--- src/design/jse_pkg.sv ---
// shared types, character codes and helper functions for the json string escaper
`timescale 1ns / 1ps

package jse_pkg;

  localparam int MaxOut = 14;

  localparam logic [6:0] ChQuote  = 7'h22;
  localparam logic [6:0] ChBslash = 7'h5C;
  localparam logic [6:0] ChLowB   = 7'h62;
  localparam logic [6:0] ChLowF   = 7'h66;
  localparam logic [6:0] ChLowN   = 7'h6E;
  localparam logic [6:0] ChLowR   = 7'h72;
  localparam logic [6:0] ChLowT   = 7'h74;
  localparam logic [6:0] ChLowU   = 7'h75;

  localparam logic [20:0] CpQuote  = 21'h00022;
  localparam logic [20:0] CpBslash = 21'h0005C;
  localparam logic [20:0] CpBs     = 21'h00008;
  localparam logic [20:0] CpFf     = 21'h0000C;
  localparam logic [20:0] CpLf     = 21'h0000A;
  localparam logic [20:0] CpCr     = 21'h0000D;
  localparam logic [20:0] CpTab    = 21'h00009;

  typedef struct packed {
    logic        in_str;
    logic [1:0]  pending;
    logic [20:0] acc;
  } state_t;

  typedef struct packed {
    logic [MaxOut-1:0][6:0] chars;
    logic [3:0]             count;
    logic                   close;
  } job_t;

  function automatic logic [6:0] hex_char(input logic [3:0] nib);
    logic [6:0] ch;
    if (nib < 4'd10) begin
      ch = 7'h30 + {3'd0, nib};
    end else begin
      ch = 7'h57 + {3'd0, nib};
    end
    return ch;
  endfunction

  // \uXXXX, backslash in the lowest slot
  function automatic logic [5:0][6:0] unit_chars(input logic [15:0] v);
    logic [5:0][6:0] u;
    u[0] = ChBslash;
    u[1] = ChLowU;
    u[2] = hex_char(v[15:12]);
    u[3] = hex_char(v[11:8]);
    u[4] = hex_char(v[7:4]);
    u[5] = hex_char(v[3:0]);
    return u;
  endfunction

endpackage

--- src/design/jse_encode.sv ---
// utf-8 decode step and escaped character list for one input item
`timescale 1ns / 1ps

module jse_encode (
  input  logic [7:0]      data_byte,
  input  logic            last_byte,
  input  logic            empty_string,
  input  jse_pkg::state_t st,
  output jse_pkg::state_t st_next,
  output jse_pkg::job_t   job
);

  logic        ready;
  logic        open_q;
  logic [1:0]  pend;
  logic [20:0] acc;
  logic [20:0] cp;
  logic [20:0] v;
  logic [15:0] hi_unit;
  logic [15:0] lo_unit;
  logic [11:0][6:0] body;
  logic [3:0]  body_n;

  // decode
  always_comb begin
    ready  = 1'b0;
    pend   = st.pending;
    acc    = st.acc;
    cp     = '0;
    if (st.pending == 2'd0) begin
      if (data_byte[7] == 1'b0) begin
        acc   = {13'd0, data_byte};
        ready = 1'b1;
      end else if (data_byte[7:5] == 3'b110) begin
        acc  = {16'd0, data_byte[4:0]};
        pend = 2'd1;
      end else if (data_byte[7:4] == 4'b1110) begin
        acc  = {17'd0, data_byte[3:0]};
        pend = 2'd2;
      end else begin
        acc  = {18'd0, data_byte[2:0]};
        pend = 2'd3;
      end
    end else begin
      acc  = {st.acc[14:0], data_byte[5:0]};
      pend = st.pending - 2'd1;
      if (pend == 2'd0) begin
        ready = 1'b1;
      end
    end
    // truncated sequence flushed at end of string
    if (last_byte && pend != 2'd0) begin
      pend  = 2'd0;
      ready = 1'b1;
    end
    cp = acc;
    if (ready) begin
      acc = '0;
    end
    if (empty_string) begin
      st_next = '0;
    end else begin
      st_next.in_str  = ~last_byte;
      st_next.pending = pend;
      st_next.acc     = acc;
    end
  end

  assign v       = cp - 21'h10000;
  assign hi_unit = 16'hD800 + {5'd0, v[20:10]};
  assign lo_unit = 16'hDC00 + {6'd0, v[9:0]};

  // escaped text of the code point
  always_comb begin
    body   = '0;
    body_n = 4'd0;
    if (ready) begin
      body[0] = jse_pkg::ChBslash;
      body_n  = 4'd2;
      unique case (cp)
        jse_pkg::CpQuote:  body[1] = jse_pkg::ChQuote;
        jse_pkg::CpBslash: body[1] = jse_pkg::ChBslash;
        jse_pkg::CpBs:     body[1] = jse_pkg::ChLowB;
        jse_pkg::CpFf:     body[1] = jse_pkg::ChLowF;
        jse_pkg::CpLf:     body[1] = jse_pkg::ChLowN;
        jse_pkg::CpCr:     body[1] = jse_pkg::ChLowR;
        jse_pkg::CpTab:    body[1] = jse_pkg::ChLowT;
        default: begin
          if (cp < 21'h20 || (cp >= 21'h80 && cp <= 21'hFFFF)) begin
            body[5:0] = jse_pkg::unit_chars(cp[15:0]);
            body_n    = 4'd6;
          end else if (cp < 21'h80) begin
            body[0] = cp[6:0];
            body_n  = 4'd1;
          end else begin
            body[5:0]  = jse_pkg::unit_chars(hi_unit);
            body[11:6] = jse_pkg::unit_chars(lo_unit);
            body_n     = 4'd12;
          end
        end
      endcase
    end
  end

  assign open_q = ~st.in_str;

  // opening quote, body, closing quote
  always_comb begin
    logic [3:0] k;
    k = '0;
    job = '0;
    if (empty_string) begin
      job.chars[0] = jse_pkg::ChQuote;
      job.chars[1] = jse_pkg::ChQuote;
      job.count    = 4'd2;
      job.close    = 1'b1;
    end else begin
      for (int i = 0; i < jse_pkg::MaxOut; i++) begin
        k = 4'(i) - {3'd0, open_q};
        if (open_q && i == 0) begin
          job.chars[i] = jse_pkg::ChQuote;
        end else if (k < body_n) begin
          job.chars[i] = body[k];
        end else begin
          job.chars[i] = jse_pkg::ChQuote;
        end
      end
      job.count = {3'd0, open_q} + body_n + {3'd0, last_byte};
      job.close = last_byte;
    end
  end

endmodule

--- src/design/json_string_escape_ascii_top.sv ---
// top level of the json string escaper: state, result register and output sequencing
//
//  channel  dir  tdata                     tlast     tuser
//  s_axis   in   [7:0] data_byte           last_byte empty_string
//  m_axis   out  [6:0] out_byte, [7] zero  run_last  string_done
//
// an item is decoded in the cycle it is accepted and its characters are loaded
// into the result register; one character leaves per cycle after that while m_tready is high
// an item holds off further input until its last character is taken, which is when
// the next item can be accepted; a lead byte with no characters sends nothing
// rst (synchronous) clears the string state and drops any pending characters
// a stall on m_axis holds the current character and blocks further items
`timescale 1ns / 1ps

module json_string_escape_ascii_top (
  input  logic       clk,
  input  logic       rst,
  input  logic       s_tvalid,
  output logic       s_tready,
  input  logic [7:0] s_tdata,   // [7:0] data_byte
  input  logic       s_tlast,   // last_byte
  input  logic       s_tuser,   // empty_string
  output logic       m_tvalid,
  input  logic       m_tready,
  output logic [7:0] m_tdata,   // [6:0] out_byte, [7] zero
  output logic       m_tlast,   // run_last
  output logic       m_tuser    // string_done
);

  jse_pkg::state_t st;
  jse_pkg::state_t st_next;
  jse_pkg::job_t   job_in;
  jse_pkg::job_t   job;
  logic            job_valid;
  logic [3:0]      idx;
  logic            at_end;
  logic            take;
  logic            s_acc;

  jse_encode u_encode (
    .data_byte    (s_tdata),
    .last_byte    (s_tlast),
    .empty_string (s_tuser),
    .st           (st),
    .st_next      (st_next),
    .job          (job_in)
  );

  assign at_end   = (idx == job.count - 4'd1);
  assign take     = job_valid & m_tready;
  assign s_tready = ~job_valid | (m_tready & at_end);
  assign s_acc    = s_tvalid & s_tready;

  always_ff @(posedge clk) begin
    if (rst) begin
      st        <= '0;
      job_valid <= 1'b0;
      idx       <= '0;
    end else begin
      if (s_acc) begin
        st <= st_next;
      end
      if (s_acc) begin
        job_valid <= (job_in.count != 4'd0);
        idx       <= '0;
      end else if (take) begin
        if (at_end) begin
          job_valid <= 1'b0;
        end
        idx <= idx + 4'd1;
      end
    end
  end

  always_ff @(posedge clk) begin
    if (s_acc) begin
      job <= job_in;
    end
  end

  assign m_tvalid = job_valid;
  assign m_tdata  = {1'b0, job.chars[idx]};
  assign m_tlast  = at_end;
  assign m_tuser  = at_end & job.close;

  a_count_nonzero: assert property (@(posedge clk) disable iff (rst)
    m_tvalid |-> job.count != 4'd0)
    else $error("result register holds an empty item");

  a_idx_range: assert property (@(posedge clk) disable iff (rst)
    m_tvalid |-> idx < job.count)
    else $error("character index past item length");

  a_done_is_last: assert property (@(posedge clk) disable iff (rst)
    (m_tvalid && m_tuser) |-> m_tlast)
    else $error("closing quote not last character of its item");

  a_reset_clears: assert property (@(posedge clk)
    rst |=> !m_tvalid)
    else $error("output valid after reset");

endmodule
--- config.mk ---
export PLATFORM = sky130hd
export DESIGN_NAME = json_string_escape_ascii_top
export DESIGN_NICKNAME = d
export VERILOG_FILES = /design/src/design/jse_pkg.sv /design/src/design/jse_encode.sv /design/src/design/json_string_escape_ascii_top.sv
export SDC_FILE = /design/constraint.sdc
export NUM_CORES = 1
export LEC_CHECK = 0
export BUFFER_PORTS_ARGS = -buffer_cell sky130_fd_sc_hd__buf_2
export CAP_MARGIN = 20
export CELL_PAD_IN_SITES_DETAIL_PLACEMENT = 0
export CELL_PAD_IN_SITES_GLOBAL_PLACEMENT = 2
export CORE_MARGIN = 4
export CORE_UTILIZATION = 45
export DETAILED_ROUTE_END_ITERATION = 8
export PLACE_DENSITY_LB_ADDON = 0.12
export SYNTH_ARGS = -nofsm -noshare
export SYNTH_HDL_FRONTEND = slang
export SYNTH_SLANG_ARGS = --single-unit
--- constraint.sdc ---
create_clock -name clk -period 9.2 [get_ports clk]
set_clock_uncertainty 0.15 [all_clocks]
set_input_delay 1.84 -clock clk [delete_from_list [all_inputs] [get_ports clk]]
set_output_delay 1.84 -clock clk [all_outputs]
set_load 0.1 [all_outputs]
==> flow_metrics.env, run 1 <==
export IMPL_status="finished, final reports clean"
export IMPL_cts_tree="built"
export IMPL_synthAdderAreaFrac_pct=7.246
export IMPL_drt_iter0_markers=566
export IMPL_multi_input_area_sq_mm=0.004302
export IMPL_synth_area_per_cell_sq_um=9.942
export IMPL_synth_edf_count=93
export IMPL_grtUsageTotal_pct=25.04
export IMPL_synth_xor_area_share_pct=2.892
export IMPL_h_tree_depth=4
export IMPL_startpoint_type="primary input"
export IMPL_synthTopCellsByArea="edfxtp_1, ha_1, dfxtp_1"
export IMPL_area_delta_synth_final_pct=11.47
export IMPL_p_leak_nw=3.198
export IMPL_cts_root_buffer="clkbuf_16"
export IMPL_pin_count=26
export IMPL_cp_arrival_ns=6.20
export IMPL_drc_errors=0
export IMPL_die_w_microns=140.3
export IMPL_tns_ns=0
export IMPL_ys_types=76
export IMPL_drive_gt1_share_pct=14.02
export IMPL_final_seq_area_sq_mm=0.003256
export IMPL_grt_setup_unrepaired="no"
export IMPL_synth_compound_area_share_pct=18.26
export IMPL_first_global_vias=6034
export IMPL_grt_overflow=0
export IMPL_synthMuxAreaShare_pct=8.517
export IMPL_worstMarginPinSlew_ns=1.011
export IMPL_worstSetupPathType="in -> reg"
export IMPL_worstPathMaxFanout=14
export IMPL_yosys_warnings=0
export IMPL_hold_viol=0
export IMPL_rows=48
export IMPL_hpwl_microns=17930
export IMPL_synth_flop_cell="edfxtp_1"
export IMPL_die_h_microns=140.3
export IMPL_endpoint_kind="flop"
export IMPL_yosys_register_bits=116
export IMPL_maxSlewViolCount=0
export IMPL_power_density_mw_per_mm2=174.6
export IMPL_wl_per_cell_microns=23.65
export IMPL_cap_violations=0
export IMPL_slew_headroom_pct=32.09
export IMPL_synth_top_family_by_area="compound AO/OA/AOI/OAI gates"
export IMPL_vias=6386
export IMPL_synth_commonest_cells="edfxtp_1, a21oi_1, nor2_1"
export IMPL_ys_seq_area_share_pct=41.32
export IMPL_netlist_area_sq_mm=0.007874
export IMPL_tritoncts_num_buffers=17
export IMPL_first_pass_iters=5
export IMPL_max_vdd_ir_drop_uv=134.9
export IMPL_finalSetupViolCount=0
export IMPL_die_area_sq_mm=0.01968
export IMPL_hold_path_class="reg -> reg"
export IMPL_core_area_sq_mm=0.01724
export IMPL_period_share_pct=66.21
export IMPL_antenna_cells=0
export IMPL_vias_per_cell=6.152
export IMPL_finalCriticalPeriod_ns=6.092
export IMPL_power_mw=1.532
export IMPL_place_congestion=0.9048
export IMPL_clockBufferDepth=2
export IMPL_synth_simple_area_share_pct=17.59
export IMPL_hold_buffers=0
export IMPL_fillers=1617
export IMPL_grt_antenna_before_repair=1
export IMPL_cts_repair_resized=0
export IMPL_clk_pin_slew_worst_paths_ns=0.06
export IMPL_synthCells=792
export IMPL_clkSinkCount=116
export IMPL_post_cts_setup_buffer_count=0
export IMPL_synth_top_area_share_pct=35.47
export IMPL_clk_latency_ns=0.42
export IMPL_finalWirelength_microns=24550
export IMPL_io_buffers=24
export IMPL_yosysMostFrequentCell="edfxtp_1"
export IMPL_ant_nets=0
export IMPL_syn_num_nets=851
export IMPL_grt_pass1_wl_microns=37390
export IMPL_cp_required_ns=9.31
export IMPL_yosys_area_top_type="edfxtp_1"
export IMPL_max_freq_ghz=0.1642
export IMPL_initial_utilization_pct=45.68
export IMPL_grt_max_degree=82
export IMPL_nNetsFinal=859
export IMPL_synthArstFlopShare_pct=0
-- worst paths after layout --
path	slack, ns	startpoint	depth (start not counted)	endpoint
setup / recovery	3.11	s_tdata[5]	17	job[7]
hold / removal	0.38	st[2]	1	st[2]
setup reg to reg	3.43	st[22]	15	job[7]
hold reg to reg	0.38	st[2]	1	st[2]
-- cell type report --
type,count,share of cell area (%)
sequential,116,37.09
multi-input combinational,595,49.01
tap,225,3.207
inverter,34,1.468
clock inverter,13,1.782
timing repair buffer,36,2.395
clock buffer,19,5.046
-- through the flow --
step / cell area (sq um) / setup slack (ns) / std cells / hold slack (ns) / util, %
finish: 8777 / 3.108 / 1038 / 0.3823 / 50.92
global route: 8777 / 2.860 / 1038 / 0.3986 / 50.92
CTS: 8777 / 3.250 / 1038 / 0.3844 / 50.92
detailed placement: 8178 / 2.817 / 1006 / 0.3682 / 47.44
global placement: 8178 / 2.908 / 1006 / 0.3605 / 47.44
floorplan: 7874 / 2.002 / 792 / 0.3175 / -
-- power by group --
group | switching [mW] | internal (mW) | leakage, nW
Combinational | 0.168 | 0.0692 | 1.82
Clock | 0.245 | 0.432 | 0.283
Sequential | 0.0141 | 0.605 | 1.09
Total | 0.426 | 1.11 | 3.20
-- kinds of logic after synthesis --
| group | after synthesis |
|---|---|
| buf+inv | 81 |
| fa+ha+maj | 45 |
| xor+xnor | 26 |
| compound gates | 216 |
| other cells | 1 |
| simple gates | 263 |
| flops | 116 |
| mux | 44 |
-- per-layer routing --
layer	global-route usage (%)	vias up	share of wire, %
li1	-	2982	-
met1	35.40	3117	45
met2	40.83	253	48
met3	3.926	32	5.2
met4	5.660	2	1.5
met5	0	-	0.053
-- sequential cells by signal, indices dropped and copies added, names as in the netlist --
name / cells
m_tvalid: 1
job: 93
st: 18
idx: 4
-- cells in the final DEF (no fill, tap or decap), types with 22 or more instances in the layout --
master	count
nor2_1	71
buf_2	24
a21oi_1	73
nor3_1	26
inv_1	29
nand2_1	51
o21ai_0	38
xnor2_1	22
edfxtp_1	93
mux2i_1	22
ha_1	44
-- critical path, cell delays in order --
cell      delay, ns
buf_2          0.18
nand2b_1       0.13
nand3_1        0.09
nand2_1        0.25
inv_1          0.18
ha_1           0.22
nand4_1        0.17
nor4_4         0.09
or4_1          0.81
nor2_8         0.32
inv_2          0.13
ha_1           0.31
a21oi_1        0.20
nor2b_1        0.07
nor4_1         0.76
nand2_1        0.26
a21oi_1        0.19
(Power assumes the default switching activity.)
==> run 2: changes to the inputs <==
--- a/config.mk
+++ b/config.mk
@@ -5,12 +5,13 @@
 export SDC_FILE = /design/constraint.sdc
 export NUM_CORES = 1
 export LEC_CHECK = 0
+export ABC_AREA = 1
 export BUFFER_PORTS_ARGS = -buffer_cell sky130_fd_sc_hd__buf_2
 export CAP_MARGIN = 20
 export CELL_PAD_IN_SITES_DETAIL_PLACEMENT = 0
 export CELL_PAD_IN_SITES_GLOBAL_PLACEMENT = 2
 export CORE_MARGIN = 4
-export CORE_UTILIZATION = 45
+export CORE_UTILIZATION = 35
 export DETAILED_ROUTE_END_ITERATION = 8
 export PLACE_DENSITY_LB_ADDON = 0.12
 export SYNTH_ARGS = -nofsm -noshare
==> constraint.sdc (replaced) <==
create_clock -name clk -period 5.5 [get_ports clk]
set_clock_uncertainty 0.15 [all_clocks]
set_input_delay 1.1 -clock clk [delete_from_list [all_inputs] [get_ports clk]]
set_output_delay 1.1 -clock clk [all_outputs]
set_load 0.1 [all_outputs]
==> flow_metrics.env, run 2 <==
export IMPL_status="finished, final reports clean"
export IMPL_largest_register="job"
export IMPL_hold_path_class="reg -> reg"
export IMPL_drive_gt1_share_pct=12.77
export IMPL_antenna_cells=0
export IMPL_vias_per_cell=5.137
export IMPL_maxSlewViolCount=0
export IMPL_core_area_sq_mm=0.02271
export IMPL_ys_seq_area_share_pct=40.22
export IMPL_synth_edf_count=93
export IMPL_h_tree_depth=4
export IMPL_final_common_cell="nand2_1"
export IMPL_vias=6894
export IMPL_max_freq_ghz=0.2088
export IMPL_synth_commonest_cells="nand2_1, nor2_1, inv_1"
export IMPL_stdcell_area_sq_mm=0.009169
export IMPL_slew_headroom_pct=41.45
export IMPL_cts_repair_resized=0
export IMPL_hp_start="st[13]"
export IMPL_synthCells=1019
export IMPL_ant_nets=0
export IMPL_netlist_area_sq_mm=0.008088
export IMPL_ys_types=52
export IMPL_die_h_microns=160.0
export IMPL_grt_pass1_wl_microns=43390
export IMPL_cap_violations=0
export IMPL_post_cts_setup_buffer_count=0
export IMPL_hold_buffers=0
export IMPL_clockBufferDepth=2
export IMPL_cp_arrival_ns=4.89
export IMPL_cts_root_buffer="clkbuf_16"
export IMPL_path_depth=25
export IMPL_grt_overflow=0
export IMPL_area_delta_synth_final_pct=13.37
export IMPL_grt_setup_unrepaired="no"
export IMPL_r2r_start="st[22]"
export IMPL_worstMarginPinSlew_ns=0.8773
export IMPL_fin_util_pct=40.37
export IMPL_yosysMostFrequentCell="nand2_1"
export IMPL_p_leak_nw=3.861
export IMPL_wl_per_cell_microns=21.28
export IMPL_path_delay_family="simple AND/OR/NAND/NOR gates"
export IMPL_grtUsageTotal_pct=22.38
export IMPL_slowest_stage="a2111oi_0"
export IMPL_worstPathMaxFanout=12
export IMPL_reg2reg_to="job[5]"
export IMPL_finalSetupViolCount=0
export IMPL_dpl_cell_count=1310
export IMPL_clk_pin_slew_worst_paths_ns=0.06
export IMPL_worstRegToRegCells=25
export IMPL_max_vdd_ir_drop_uv=177.4
export IMPL_cts_tree="built"
export IMPL_yosys_register_bits=116
export IMPL_final_cell_mix="nand2_1, nor2_1, inv_1"
export IMPL_endpoint_kind="flop"
export IMPL_hold_viol=0
export IMPL_startpoint_type="primary input"
export IMPL_cp_required_ns=5.60
export IMPL_synth_area_per_cell_sq_um=7.937
export IMPL_drt_iter0_markers=588
export IMPL_finalWirelength_microns=28560
export IMPL_grt_antenna_before_repair=1
export IMPL_clk_latency_ns=0.42
export IMPL_rrSetupSlack_ns=0.77
export IMPL_tritoncts_num_buffers=17
export IMPL_hold_depth=2
export IMPL_yosys_area_top_type="edfxtp_1"
export IMPL_drc_errors=0
export IMPL_slowest_delay_ns=0.56
export IMPL_synthArstFlopShare_pct=0
export IMPL_nNetsFinal=1103
export IMPL_reg_top3="job: 93 flops, st: 18 flops, idx: 4 flops"
export IMPL_yosys_warnings=0
export IMPL_largest_register_ffs=93
export IMPL_first_global_vias=6755
export IMPL_die_area_sq_mm=0.02560
export IMPL_power_density_mw_per_mm2=298.4
export IMPL_syn_num_nets=1078
export IMPL_crit_buf_inv=6
export IMPL_hpwl_microns=21880
export IMPL_initial_utilization_pct=35.61
export IMPL_grt_max_degree=55
export IMPL_period_share_pct=87.06
export IMPL_io_buffers=24
export IMPL_synthTopCellsByArea="edfxtp_1, nand2_1, ha_1"
export IMPL_synth_top_area_share_pct=34.53
export IMPL_place_congestion=0.8631
export IMPL_synth_flop_cell="edfxtp_1"
export IMPL_die_w_microns=160.0
export IMPL_rows=55
export IMPL_placed_cell_area_sq_mm=0.008549
export IMPL_tns_ns=0
export IMPL_clkSinkCount=116
export IMPL_first_pass_iters=5
export IMPL_hold_path_end="st[13]"
export IMPL_final_cells=1342
export IMPL_pin_count=26
export IMPL_finalCriticalPeriod_ns=4.788
export IMPL_worstSetupPathType="in -> reg"
-- run 2: cell type report --
| type | count | area, sq um |
|---|---|---|
| Timing Repair Buffer | 47 | 305.3 |
| Fill cell | 2388 | 13540 |
| Clock inverter | 9 | 151.4 |
| Inverter | 137 | 520.5 |
| Tap cell | 285 | 356.6 |
| Multi-Input combinational cell | 725 | 4114 |
| Clock buffer | 23 | 467.9 |
| Sequential cell | 116 | 3253 |
-- run 2: cells by family after synthesis --
| group | after synthesis | share of synthesized area (%) |
|---|---|---|
| flip-flops | 116 | 40.22 |
| other | 1 | 0.04637 |
| XOR/XNOR | 22 | 2.382 |
| adder cells (fa/ha/maj) | 45 | 7.054 |
| AND/OR/NAND/NOR | 448 | 25.70 |
| buffers and inverters | 178 | 8.911 |
| AO/OA/AOI/OAI | 209 | 15.69 |
-- run 2: metrics by stage --
stage | setup WS [ns] | hold slack (ns) | power (mW)
after CTS | 0.6895 | 0.3634 | 2.752
after floorplan | 0.7404 | 0.3189 | 1.397
after detailed placement | 0.2589 | 0.3568 | 1.553
final | 0.7115 | 0.3608 | 2.736
after global placement | 0.3940 | 0.3446 | 1.558
after global routing | 0.1088 | 0.3851 | 2.846
-- run 2: routing by layer --
| layer | GRT usage, % | up-vias | share of wire [%] |
|---|---|---|---|
| met5 | 0 | - | 0.063 |
| met4 | 4.497 | 2 | 1.2 |
| met3 | 3.535 | 19 | 3.1 |
| met2 | 35.41 | 113 | 46 |
| met1 | 32.60 | 3292 | 50 |
| li1 | - | 3468 | - |
-- run 2: worst max path at each step --
stage                    start     end  slack [ns]
floorplan               job[1]  st[21]        0.74
global placement    s_tdata[7]  job[5]        0.39
detailed placement  s_tdata[7]  job[5]        0.26
CTS                 s_tdata[7]  job[5]        0.69
global route        s_tdata[7]  job[5]        0.11
finish              s_tdata[7]  job[5]        0.71
-- run 2: where the power goes --
part,switching (mW),internal (mW)
combinational,0.381,0.121
clock,0.419,0.782
sequential,0.0198,1.01
total,0.819,1.92
-- run 2: worst register-to-register path, cell delays in order, from the launching register on --
cell	delay [ns]
dfxtp_1	0.44
nor2_2	0.17
buf_4	0.20
nor2_4	0.21
inv_1	0.10
ha_1	0.22
nand4_1	0.07
inv_1	0.13
nand3_1	0.22
nor2_2	0.10
nand2_1	0.10
nand2_1	0.09
nor2_4	0.14
nand2_4	0.09
nor2_8	0.23
nand2_2	0.13
inv_1	0.17
ha_1	0.20
nor2_1	0.05
nor2_1	0.11
inv_1	0.05
a21oi_1	0.17
inv_1	0.06
a2111oi_0	0.56
inv_1	0.22
nor3_1	0.18
